`src/lsf_pkg.sv`:
```
// Shared types and constants of the learning switch forwarder.
package lsf_pkg;

	localparam int PORTS_DEF       = 8;
	localparam int TABLE_DEPTH_DEF = 16;
	localparam int MAC_W           = 48;
	localparam int AGE_W           = 16;
	localparam int PNUM_W          = 3;
	localparam int MASK_W          = 8;
	localparam int GROUP_BIT       = 40;

	localparam logic [AGE_W-1:0] LIFETIME_RST = 16'd300;
	localparam logic [MAC_W-1:0] OWN_MAC_RST   = 48'h4242_4242_4222;
	localparam logic [MAC_W-1:0] PROBE_MAC_RST = 48'h0180_C200_0005;

	typedef enum logic [1:0] {
		REG_LIFETIME  = 2'd0,
		REG_OWN_MAC   = 2'd1,
		REG_PROBE_MAC = 2'd2
	} reg_idx_t;

	typedef enum logic [2:0] {
		ST_UNICAST = 3'd0,
		ST_FLOOD   = 3'd1,
		ST_BLOCKED = 3'd2,
		ST_PROBE   = 3'd3,
		ST_INVALID = 3'd4
	} status_t;

	// one classified frame header waiting for the table engine
	typedef struct packed {
		logic                fwd;
		status_t             st;
		logic [PNUM_W-1:0]   in_port;
		logic [MAC_W-1:0]    dst_mac;
		logic [MAC_W-1:0]    src_mac;
		logic [MASK_W-1:0]   flood;
	} qent_t;

	typedef struct packed {
		logic                valid;
		logic [MAC_W-1:0]    mac;
		logic [PNUM_W-1:0]   port;
		logic [AGE_W-1:0]    age;
	} tent_t;

endpackage

```
`src/lsf_fifo.sv`:
```
// Two-entry queue between the classifier and the table engine.
module lsf_fifo
	import lsf_pkg::*;
(
	input  logic  clk,
	input  logic  arst_n,
	input  logic  push,
	input  qent_t push_data,
	output logic  full,
	output logic  q_valid,
	output qent_t q_data,
	input  logic  pop
);

	qent_t      buf_q [2];
	logic       wr_ptr_q;
	logic       rd_ptr_q;
	logic [1:0] cnt_q;

	assign full    = (cnt_q == 2'd2);
	assign q_valid = (cnt_q != 2'd0);
	assign q_data  = buf_q[rd_ptr_q];

	always_ff @(posedge clk or negedge arst_n) begin
		if (!arst_n) begin
			wr_ptr_q <= 1'b0;
			rd_ptr_q <= 1'b0;
			cnt_q    <= 2'd0;
		end else begin
			if (push)
				wr_ptr_q <= ~wr_ptr_q;
			if (pop)
				rd_ptr_q <= ~rd_ptr_q;
			if (push && !pop)
				cnt_q <= cnt_q + 2'd1;
			else if (pop && !push)
				cnt_q <= cnt_q - 2'd1;
		end
	end

	always_ff @(posedge clk) begin
		if (push)
			buf_q[wr_ptr_q] <= push_data;
	end

endmodule

```
`src/lsf_front.sv`:
```
// Classifier: port blocking, source check, loop probe handling.
module lsf_front
	import lsf_pkg::*;
#(
	parameter int PORTS = PORTS_DEF
) (
	input  logic              clk,
	input  logic              arst_n,
	input  logic              take,
	input  logic [PNUM_W-1:0] in_port,
	input  logic [MAC_W-1:0]  dst_mac,
	input  logic [MAC_W-1:0]  src_mac,
	input  logic [PNUM_W-1:0] probe_port,
	input  logic [MAC_W-1:0]  own_mac,
	input  logic [MAC_W-1:0]  probe_mac,
	output qent_t             ent
);

	logic [PORTS-1:0] port_open_q;
	logic [15:0]      open_ext;
	logic [15:0]      clr;
	logic             is_probe;

	assign open_ext = 16'(port_open_q);
	assign clr      = 16'd1 << probe_port;
	assign is_probe = (dst_mac == probe_mac) && (src_mac == own_mac);

	always_comb begin
		ent.fwd     = 1'b0;
		ent.st      = ST_FLOOD;
		ent.in_port = in_port;
		ent.dst_mac = dst_mac;
		ent.src_mac = src_mac;
		ent.flood   = open_ext[MASK_W-1:0] & ~(8'd1 << in_port);
		// ports at or above PORTS read as closed
		if (!open_ext[{1'b0, in_port}])
			ent.st = ST_BLOCKED;
		else if (src_mac[GROUP_BIT])
			ent.st = ST_INVALID;
		else if (is_probe)
			ent.st = ST_PROBE;
		else
			ent.fwd = 1'b1;
	end

	always_ff @(posedge clk or negedge arst_n) begin
		if (!arst_n) begin
			port_open_q <= '1;
		end else if (take && !ent.fwd && ent.st == ST_PROBE && 32'(probe_port) < PORTS) begin
			port_open_q <= port_open_q & ~clr[PORTS-1:0];
		end
	end

endmodule

```
`src/lsf_back.sv`:
```
// Table engine: clearing pass, aging sweep, learn write and result register.
module lsf_back
	import lsf_pkg::*;
#(
	parameter int TABLE_DEPTH = TABLE_DEPTH_DEF
) (
	input  logic              clk,
	input  logic              arst_n,
	input  logic              q_valid,
	input  qent_t             q_data,
	output logic              q_pop,
	input  logic [AGE_W-1:0]  lifetime,
	output logic              init_done,
	output logic              out_valid,
	input  logic              out_ready,
	output logic [MASK_W-1:0] egress_mask,
	output logic [2:0]        status
);

	localparam int AW = (TABLE_DEPTH > 1) ? $clog2(TABLE_DEPTH) : 1;
	localparam int CW = $clog2(TABLE_DEPTH + 1);

	typedef enum logic [1:0] {S_INIT, S_IDLE, S_SWEEP, S_LEARN} state_t;

	state_t            state_q;
	tent_t             mem_q [TABLE_DEPTH];
	tent_t             rd_data_q;
	logic [AW-1:0]     raddr;
	logic              we;
	logic [AW-1:0]     waddr;
	tent_t             wdata;

	logic [CW-1:0]     rd_idx_q;
	logic [AW-1:0]     chk_idx_q;
	qent_t             cur_q;
	logic              src_hit_q, free_hit_q, dst_hit_q;
	logic [AW-1:0]     src_idx_q, free_idx_q;
	logic [PNUM_W-1:0] dst_port_q;
	logic              out_valid_q;
	logic [MASK_W-1:0] egress_mask_q;
	status_t           status_q;

	logic              alive;
	tent_t             aged;
	logic              learned;

	assign alive = rd_data_q.valid && (rd_data_q.age > 16'd1);
	always_comb begin
		aged       = rd_data_q;
		aged.valid = alive;
		aged.age   = alive ? rd_data_q.age - 16'd1 : '0;
	end

	assign learned     = src_hit_q || free_hit_q;
	assign q_pop       = (state_q == S_IDLE) && q_valid && !out_valid_q;
	assign init_done   = (state_q != S_INIT);
	assign out_valid   = out_valid_q;
	assign egress_mask = egress_mask_q;
	assign status      = status_q;
	assign raddr       = (state_q == S_IDLE) ? '0 : rd_idx_q[AW-1:0];

	always_comb begin
		we    = 1'b0;
		waddr = '0;
		wdata = '0;
		unique case (state_q)
			S_INIT: begin
				we    = 1'b1;
				waddr = rd_idx_q[AW-1:0];
			end
			S_SWEEP: begin
				we    = 1'b1;
				waddr = chk_idx_q;
				wdata = aged;
			end
			S_LEARN: begin
				we          = learned;
				waddr       = src_hit_q ? src_idx_q : free_idx_q;
				wdata.valid = 1'b1;
				wdata.mac   = cur_q.src_mac;
				wdata.port  = cur_q.in_port;
				wdata.age   = lifetime;
			end
			default: ;
		endcase
	end

	always_ff @(posedge clk) begin
		if (we)
			mem_q[waddr] <= wdata;
		rd_data_q <= mem_q[raddr];
	end

	always_ff @(posedge clk) begin
		if (q_pop)
			cur_q <= q_data;
	end

	always_ff @(posedge clk or negedge arst_n) begin
		if (!arst_n) begin
			state_q       <= S_INIT;
			rd_idx_q      <= '0;
			chk_idx_q     <= '0;
			src_hit_q     <= 1'b0;
			free_hit_q    <= 1'b0;
			dst_hit_q     <= 1'b0;
			src_idx_q     <= '0;
			free_idx_q    <= '0;
			dst_port_q    <= '0;
			out_valid_q   <= 1'b0;
			egress_mask_q <= '0;
			status_q      <= ST_UNICAST;
		end else begin
			if (out_valid_q && out_ready)
				out_valid_q <= 1'b0;
			unique case (state_q)
				S_INIT: begin
					if (rd_idx_q == CW'(TABLE_DEPTH - 1)) begin
						rd_idx_q <= '0;
						state_q  <= S_IDLE;
					end else begin
						rd_idx_q <= rd_idx_q + 1'b1;
					end
				end
				S_IDLE: begin
					if (q_pop) begin
						if (q_data.fwd) begin
							// read of entry 0 goes out this cycle
							rd_idx_q   <= CW'(1);
							chk_idx_q  <= '0;
							src_hit_q  <= 1'b0;
							free_hit_q <= 1'b0;
							dst_hit_q  <= 1'b0;
							state_q    <= S_SWEEP;
						end else begin
							out_valid_q   <= 1'b1;
							egress_mask_q <= '0;
							status_q      <= q_data.st;
						end
					end
				end
				S_SWEEP: begin
					rd_idx_q  <= rd_idx_q + 1'b1;
					chk_idx_q <= chk_idx_q + 1'b1;
					if (alive && rd_data_q.mac == cur_q.src_mac && !src_hit_q) begin
						src_hit_q <= 1'b1;
						src_idx_q <= chk_idx_q;
					end
					if (!alive && !free_hit_q) begin
						free_hit_q <= 1'b1;
						free_idx_q <= chk_idx_q;
					end
					if (alive && rd_data_q.mac == cur_q.dst_mac && !dst_hit_q) begin
						dst_hit_q  <= 1'b1;
						dst_port_q <= rd_data_q.port;
					end
					if (chk_idx_q == AW'(TABLE_DEPTH - 1))
						state_q <= S_LEARN;
				end
				S_LEARN: begin
					out_valid_q <= 1'b1;
					status_q    <= ST_UNICAST;
					// a frame to its own source follows the just-learned port
					if (learned && cur_q.dst_mac == cur_q.src_mac)
						egress_mask_q <= 8'd1 << cur_q.in_port;
					else if (dst_hit_q)
						egress_mask_q <= 8'd1 << dst_port_q;
					else begin
						egress_mask_q <= cur_q.flood;
						status_q      <= ST_FLOOD;
					end
					state_q <= S_IDLE;
				end
				default: state_q <= S_IDLE;
			endcase
		end
	end

endmodule

```
`src/learning_switch_forwarder.sv`:
```
// Top level of the learning switch forwarder.
// Learning bridge with an aging MAC table: each transfer on the input channel is one frame
// header, each transfer on the output channel its egress mask and status. After reset the
// table is cleared in a pass over every entry, during which in_ready stays low. Blocked,
// invalid-source and loop-probe frames get their result straight from the queue head, without
// touching the table; forwarded frames go through the aging sweep that reads and rewrites one
// table entry per cycle through the single table memory port pair. A header leaves the queue only
// once the previous result has been taken. A two-entry queue lets new headers be accepted
// while the table engine is busy. Configuration must be written only while no frame is in
// flight.
module learning_switch_forwarder
	import lsf_pkg::*;
#(
	parameter int PORTS       = PORTS_DEF,
	parameter int TABLE_DEPTH = TABLE_DEPTH_DEF
) (
	input  logic              clk,
	input  logic              arst_n,
	input  logic              cfg_we,
	input  logic [1:0]        cfg_index,
	input  logic [MAC_W-1:0]  cfg_wdata,
	input  logic              in_valid,
	output logic              in_ready,
	input  logic [PNUM_W-1:0] in_port,
	input  logic [MAC_W-1:0]  dst_mac,
	input  logic [MAC_W-1:0]  src_mac,
	input  logic [PNUM_W-1:0] probe_port,
	output logic              out_valid,
	input  logic              out_ready,
	output logic [MASK_W-1:0] egress_mask,
	output logic [2:0]        status
);

	logic [AGE_W-1:0] entry_lifetime_q;
	logic [MAC_W-1:0] own_mac_q;
	logic [MAC_W-1:0] probe_mac_q;

	logic  full, q_valid, q_pop, init_done, take;
	qent_t ent, q_data;

	always_ff @(posedge clk or negedge arst_n) begin
		if (!arst_n) begin
			entry_lifetime_q <= LIFETIME_RST;
			own_mac_q        <= OWN_MAC_RST;
			probe_mac_q      <= PROBE_MAC_RST;
		end else if (cfg_we) begin
			unique case (cfg_index)
				REG_LIFETIME:  entry_lifetime_q <= cfg_wdata[AGE_W-1:0];
				REG_OWN_MAC:   own_mac_q        <= cfg_wdata;
				REG_PROBE_MAC: probe_mac_q      <= cfg_wdata;
				default: ;
			endcase
		end
	end

	assign in_ready = !full && init_done;
	assign take     = in_valid && in_ready;

	lsf_front #(.PORTS(PORTS)) u_front (
		.clk       (clk),
		.arst_n    (arst_n),
		.take      (take),
		.in_port   (in_port),
		.dst_mac   (dst_mac),
		.src_mac   (src_mac),
		.probe_port(probe_port),
		.own_mac   (own_mac_q),
		.probe_mac (probe_mac_q),
		.ent       (ent)
	);

	lsf_fifo u_fifo (
		.clk      (clk),
		.arst_n   (arst_n),
		.push     (take),
		.push_data(ent),
		.full     (full),
		.q_valid  (q_valid),
		.q_data   (q_data),
		.pop      (q_pop)
	);

	lsf_back #(.TABLE_DEPTH(TABLE_DEPTH)) u_back (
		.clk        (clk),
		.arst_n     (arst_n),
		.q_valid    (q_valid),
		.q_data     (q_data),
		.q_pop      (q_pop),
		.lifetime   (entry_lifetime_q),
		.init_done  (init_done),
		.out_valid  (out_valid),
		.out_ready  (out_ready),
		.egress_mask(egress_mask),
		.status     (status)
	);

	a_no_accept_in_clear: assert property (@(posedge clk) disable iff (!arst_n)
		!init_done |-> !in_ready) else $error("input taken during table clear");

	a_unicast_onehot: assert property (@(posedge clk) disable iff (!arst_n)
		out_valid && status == ST_UNICAST |-> $onehot(egress_mask))
		else $error("unicast mask not one-hot");

	a_drop_no_mask: assert property (@(posedge clk) disable iff (!arst_n)
		out_valid && (status == ST_BLOCKED || status == ST_PROBE || status == ST_INVALID)
		|-> egress_mask == '0) else $error("dropped frame has egress bits");

	a_pop_needs_data: assert property (@(posedge clk) disable iff (!arst_n)
		q_pop |-> q_valid) else $error("queue popped while empty");

endmodule

```
`config.mk`:
```
export PLATFORM = sky130hd
export DESIGN_NAME = learning_switch_forwarder
export DESIGN_NICKNAME = d
export VERILOG_FILES = /design/src/lsf_pkg.sv /design/src/lsf_fifo.sv /design/src/lsf_front.sv /design/src/lsf_back.sv /design/src/learning_switch_forwarder.sv
export SDC_FILE = /design/constraint.sdc
export NUM_CORES = 2
export LEC_CHECK = 0
export ABC_AREA = 1
export BUFFER_PORTS_ARGS = -buffer_cell sky130_fd_sc_hd__buf_2
export CORE_UTILIZATION = 50
export CTS_BUF_LIST = sky130_fd_sc_hd__clkbuf_16
export DETAILED_ROUTE_END_ITERATION = 16
export GPL_TIMING_DRIVEN = 0
export PLACE_DENSITY = 0.73
export RECOVER_POWER = 50
export SLEW_MARGIN = 10
export SYNTH_ARGS = -nofsm -noshare
export SYNTH_HDL_FRONTEND = slang
export SYNTH_HIERARCHICAL = 1
export SYNTH_SLANG_ARGS = --single-unit
```
`constraint.sdc`:
```
create_clock -name clk -period 7.5 [get_ports clk]
set_input_delay 0.375 -clock clk [delete_from_list [all_inputs] [get_ports clk]]
set_output_delay 0.375 -clock clk [all_outputs]
set_load 0.005 [all_outputs]
```
==> impl_metrics.toml <==
[sta]
drv_slew = 336
finalHoldViolCount = 0
final_min_period_over_clock_period_pct = 67.7
max-slew-margin-rel_pct = -198
finClkSkew_ns = 0.0289
timing_worst_slew_pin_value_ns = 4.46
grt_setup_unrepaired = "no"
max_freq_mhz = 197
fin_tns_setup_ns = 0
post-route-min-period_ns = 5.07
whs_ns = 0.146
setup_viol = 0

[cells_and_area]
finish.cell_count_without_fillers = 8128
num-nets-final = 6382
layout_common_cells = "1417 x sky130_fd_sc_hd__edfxtp_1, 1227 x sky130_fd_sc_hd__nor2_1, 776 x sky130_fd_sc_hd__nand2_1"
finish.utilization_pct = 58.2
number_of_inserted_diodes = 0
most_common_library_cell_in_the_layout_ignoring_fill_and_taps = "sky130_fd_sc_hd__edfxtp_1"
proportion_of_layout_cells_with_a_drive_suffix_above_1_pct = 10.8
area.growth.synth_to_final_pct = 15.4

[floorplanning]
io_pins = 170
width_of_the_chip_um = 372
start_util_pct = 50.4
row_count = 135
die-area_sq_um = 138000
die-height_um = 372
floorplan.core_area_sq_um = 136000

[grt]
globalRouteTotalUtil_pct = 28.4
antenna_violations_before_repair = 4
maximum_number_of_pins_on_one_net_before_global_route_repair = 88
grt_pass1_wl_um = 287000
globalRoute.totalOverflow = 0
via_count_of_the_first_global_routing_pass = 45900

[placement]
gp_congestion = 0.944
port-buffer-count = 166
dpl.hpwl_um = 141000
dpl.cell_count = 7673

[worst_setup_path]
worst_path_arrival_ns = 5.54
crit_type = "reg2reg"
setup.worst_path.end_class = "register"
setup.worst_path.start_class = "register"
crit_required_ns = 7.97
ff2ff_path_depth = 11
reg2reg_setup_slack_ns = 2.43
max_fanout_on_critical_path = 28

[cts]
post_cts_resize_count = 0
cts.htree.levels = 4
worst_setup_hold_path_clk_slew_ns = 0.06
cts_post_setup_buffers_inserted = 0
holdBufCountCts = 155
tritoncts = "done"
cts.sinks = 1646
worst_skew_pair.late_latency_ns = 0.80
root_buffer = "sky130_fd_sc_hd__clkbuf_16"
tritoncts.num_buffers = 161
clockBufferDepth = 3

[worst_hold_path]
min_delay_path_depth = 3
worst_hold_path_type = "in2reg"

[power_and_ir_drop]
p_leak_nw = 29.1
total_power_mw = 30.8
share_clk_of_total_power_pct = 25.0
comb_power_share_pct = 31.6
sw_frac_of_total_pct = 37.1
power-per-cell-area_nw_per_um2 = 390
p_int_mw = 19.4
power_frac_seq_pct = 43.4
switchingPower_mw = 11.4
ir_drop_uv = 248

[logic_synthesis]
ys.flop_type = "sky130_fd_sc_hd__edfxtp_1"
ys_top_cells_by_area = "sky130_fd_sc_hd__edfxtp_1 62%, sky130_fd_sc_hd__nor2_1 6.8%, sky130_fd_sc_hd__dfrtp_1 4.8%"
netlist_area_sq_um = 68400
postSynthRegisterBits = 1646
yosys_warnings = 6
synth.largest_area_cell = "sky130_fd_sc_hd__edfxtp_1"
synthArstFlopShare_pct = 9.78
mappedNetlistNets = 5815
synth_edf_count = 1417
post_synth.cell_area_avg_sq_um = 12.1
synthCells = 5646
yosys.cell_types.count = 50
ys_seq_area_share_pct = 70.2
top_area_cell_type_share_of_the_netlist_area_pct = 62.2

[routing]
post_drt_wl_per_cell_um = 24.3
route.detailed.drc = 0
drt_first_pass_iters = 6
total_via_count_after_detailed_routing = 46600
routed_wirelength_um = 198000
avgViaCountPerCell = 5.73
antenna_violating_nets_post_route = 0
first_iter_violations = 5469

[outcome]
run_status = "finished, violations left"
violations = "capacitance limit, slew limit"

[job]
cap_violations = 13
## area by class of cell
class                   count  area, sq um
flip-flops and latches   1646        48000
clock inverters           133          912
multi-input cells        3370        17300
repair buffers            404         3350
well taps                1781         2230
inverters                 228          866
clock buffers             164         4100
plain buffers             402         2200
fillers                 10600        56700
## state kept, by name (all words and copies together), names as in the netlist, 2 cells and up
name / count
u_back/free_idx_q: 4
own_mac_q: 48
u_fifo/buf_q: 222
u_back/dst_port_q: 3
u_back/mem_q: 1088
u_back/src_idx_q: 4
u_back/state_q: 2
entry_lifetime_q: 16
u_back/aged: 51
u_back/chk_idx_q: 4
u_back/cur_q: 107
u_back/status: 3
u_back/egress_mask: 8
u_front/port_open_q: 8
u_fifo/cnt_q: 2
probe_mac_q: 48
u_back/rd_idx_q: 5
u_back/rd_data_q: 17
## final timing paths
check | start | endpoint
max | u_back/state_q[0]$_DFFE_PN0P_ | u_fifo/buf_q[0][67]$_DFFE_PP_
min | in_valid | u_fifo/wr_ptr_q$_DFFE_PN0P_
max reg2reg | u_back/state_q[0]$_DFFE_PN0P_ | u_fifo/buf_q[0][67]$_DFFE_PP_
min reg2reg | u_front/port_open_q[4]$_DFFE_PN1P_ | u_front/port_open_q[4]$_DFFE_PN1P_
max in group asynchronous | arst_n | u_back/egress_mask[3]$_DFFE_PN0P_
min in group asynchronous | arst_n | own_mac_q[28]$_DFFE_PN0P_
## worst max-delay path: stages (launching register included)
cell,delay (ns)
sky130_fd_sc_hd__dfrtp_1,0.42
sky130_fd_sc_hd__inv_1,0.08
sky130_fd_sc_hd__ha_1,0.24
sky130_fd_sc_hd__inv_1,0.17
sky130_fd_sc_hd__inv_1,0.08
sky130_fd_sc_hd__nor3b_1,0.79
sky130_fd_sc_hd__inv_1,0.10
sky130_fd_sc_hd__nor2_1,0.80
sky130_fd_sc_hd__clkbuf_1,1.31
sky130_fd_sc_hd__buf_16,0.26
sky130_fd_sc_hd__buf_12,0.22
sky130_fd_sc_hd__buf_12,0.21
## Yosys cell counts, types with 9 or more instances
cell type	number
sky130_fd_sc_hd__o21ai_0	287
sky130_fd_sc_hd__mux2_2	111
sky130_fd_sc_hd__nand4_1	122
sky130_fd_sc_hd__buf_1	10
sky130_fd_sc_hd__inv_1	221
sky130_fd_sc_hd__a21oi_1	14
sky130_fd_sc_hd__dfrtp_1	130
sky130_fd_sc_hd__dfstp_2	31
sky130_fd_sc_hd__edfxtp_1	1417
sky130_fd_sc_hd__xor2_1	82
sky130_fd_sc_hd__o311ai_0	20
sky130_fd_sc_hd__nand2_1	773
sky130_fd_sc_hd__nor2_1	1240
sky130_fd_sc_hd__o21ai_1	79
sky130_fd_sc_hd__buf_4	140
sky130_fd_sc_hd__ha_1	12
sky130_fd_sc_hd__xnor2_1	84
sky130_fd_sc_hd__buf_2	71
sky130_fd_sc_hd__nand3_1	200
sky130_fd_sc_hd__buf_6	33
sky130_fd_sc_hd__o311ai_1	244
sky130_fd_sc_hd__o22ai_1	29
sky130_fd_sc_hd__clkbuf_1	146
sky130_fd_sc_hd__dfxtp_1	68
sky130_fd_sc_hd__or2_2	9
## through the flow
step | area [sq um] | worst slack, ns
2_1_floorplan | 68400 | 0.846
3_3_place_gp | 71500 | -3.12
3_5_place_dp | 72900 | 3.29
4_1_cts | 79400 | 3.26
5_1_grt | 78900 | 2.03
6_report | 78900 | 2.43
## cells by family after synthesis
group | share of synthesized area, %
simple gates | 14.1
fa+ha+maj | 0.220
xor+xnor | 2.13
flops | 70.2
buf+inv | 4.73
mux | 1.83
compound gates | 6.83
## layer usage
metal / vias to the layer above / global-route usage, % / share of wire (%)
li1: 21100 / - / -
met1: 22400 / 36.0 / 37
met2: 2640 / 46.4 / 47
met3: 449 / 5.89 / 10
met4: 4 / 14.6 / 5.2
met5: - / 0.245 / 0.031
## power by group through the flow
stage / Combinational, mW / Sequential [mW] / Clock, mW
after detailed placement: 9.60 / 13.5 / 0
after CTS: 9.75 / 13.3 / 7.76
after global routing: 10.4 / 13.4 / 8.12
after floorplan: 5.66 / 13.2 / 0
final: 9.73 / 13.4 / 7.70
after global placement: 8.88 / 13.6 / 0
Power figures use the tool's default switching activity.
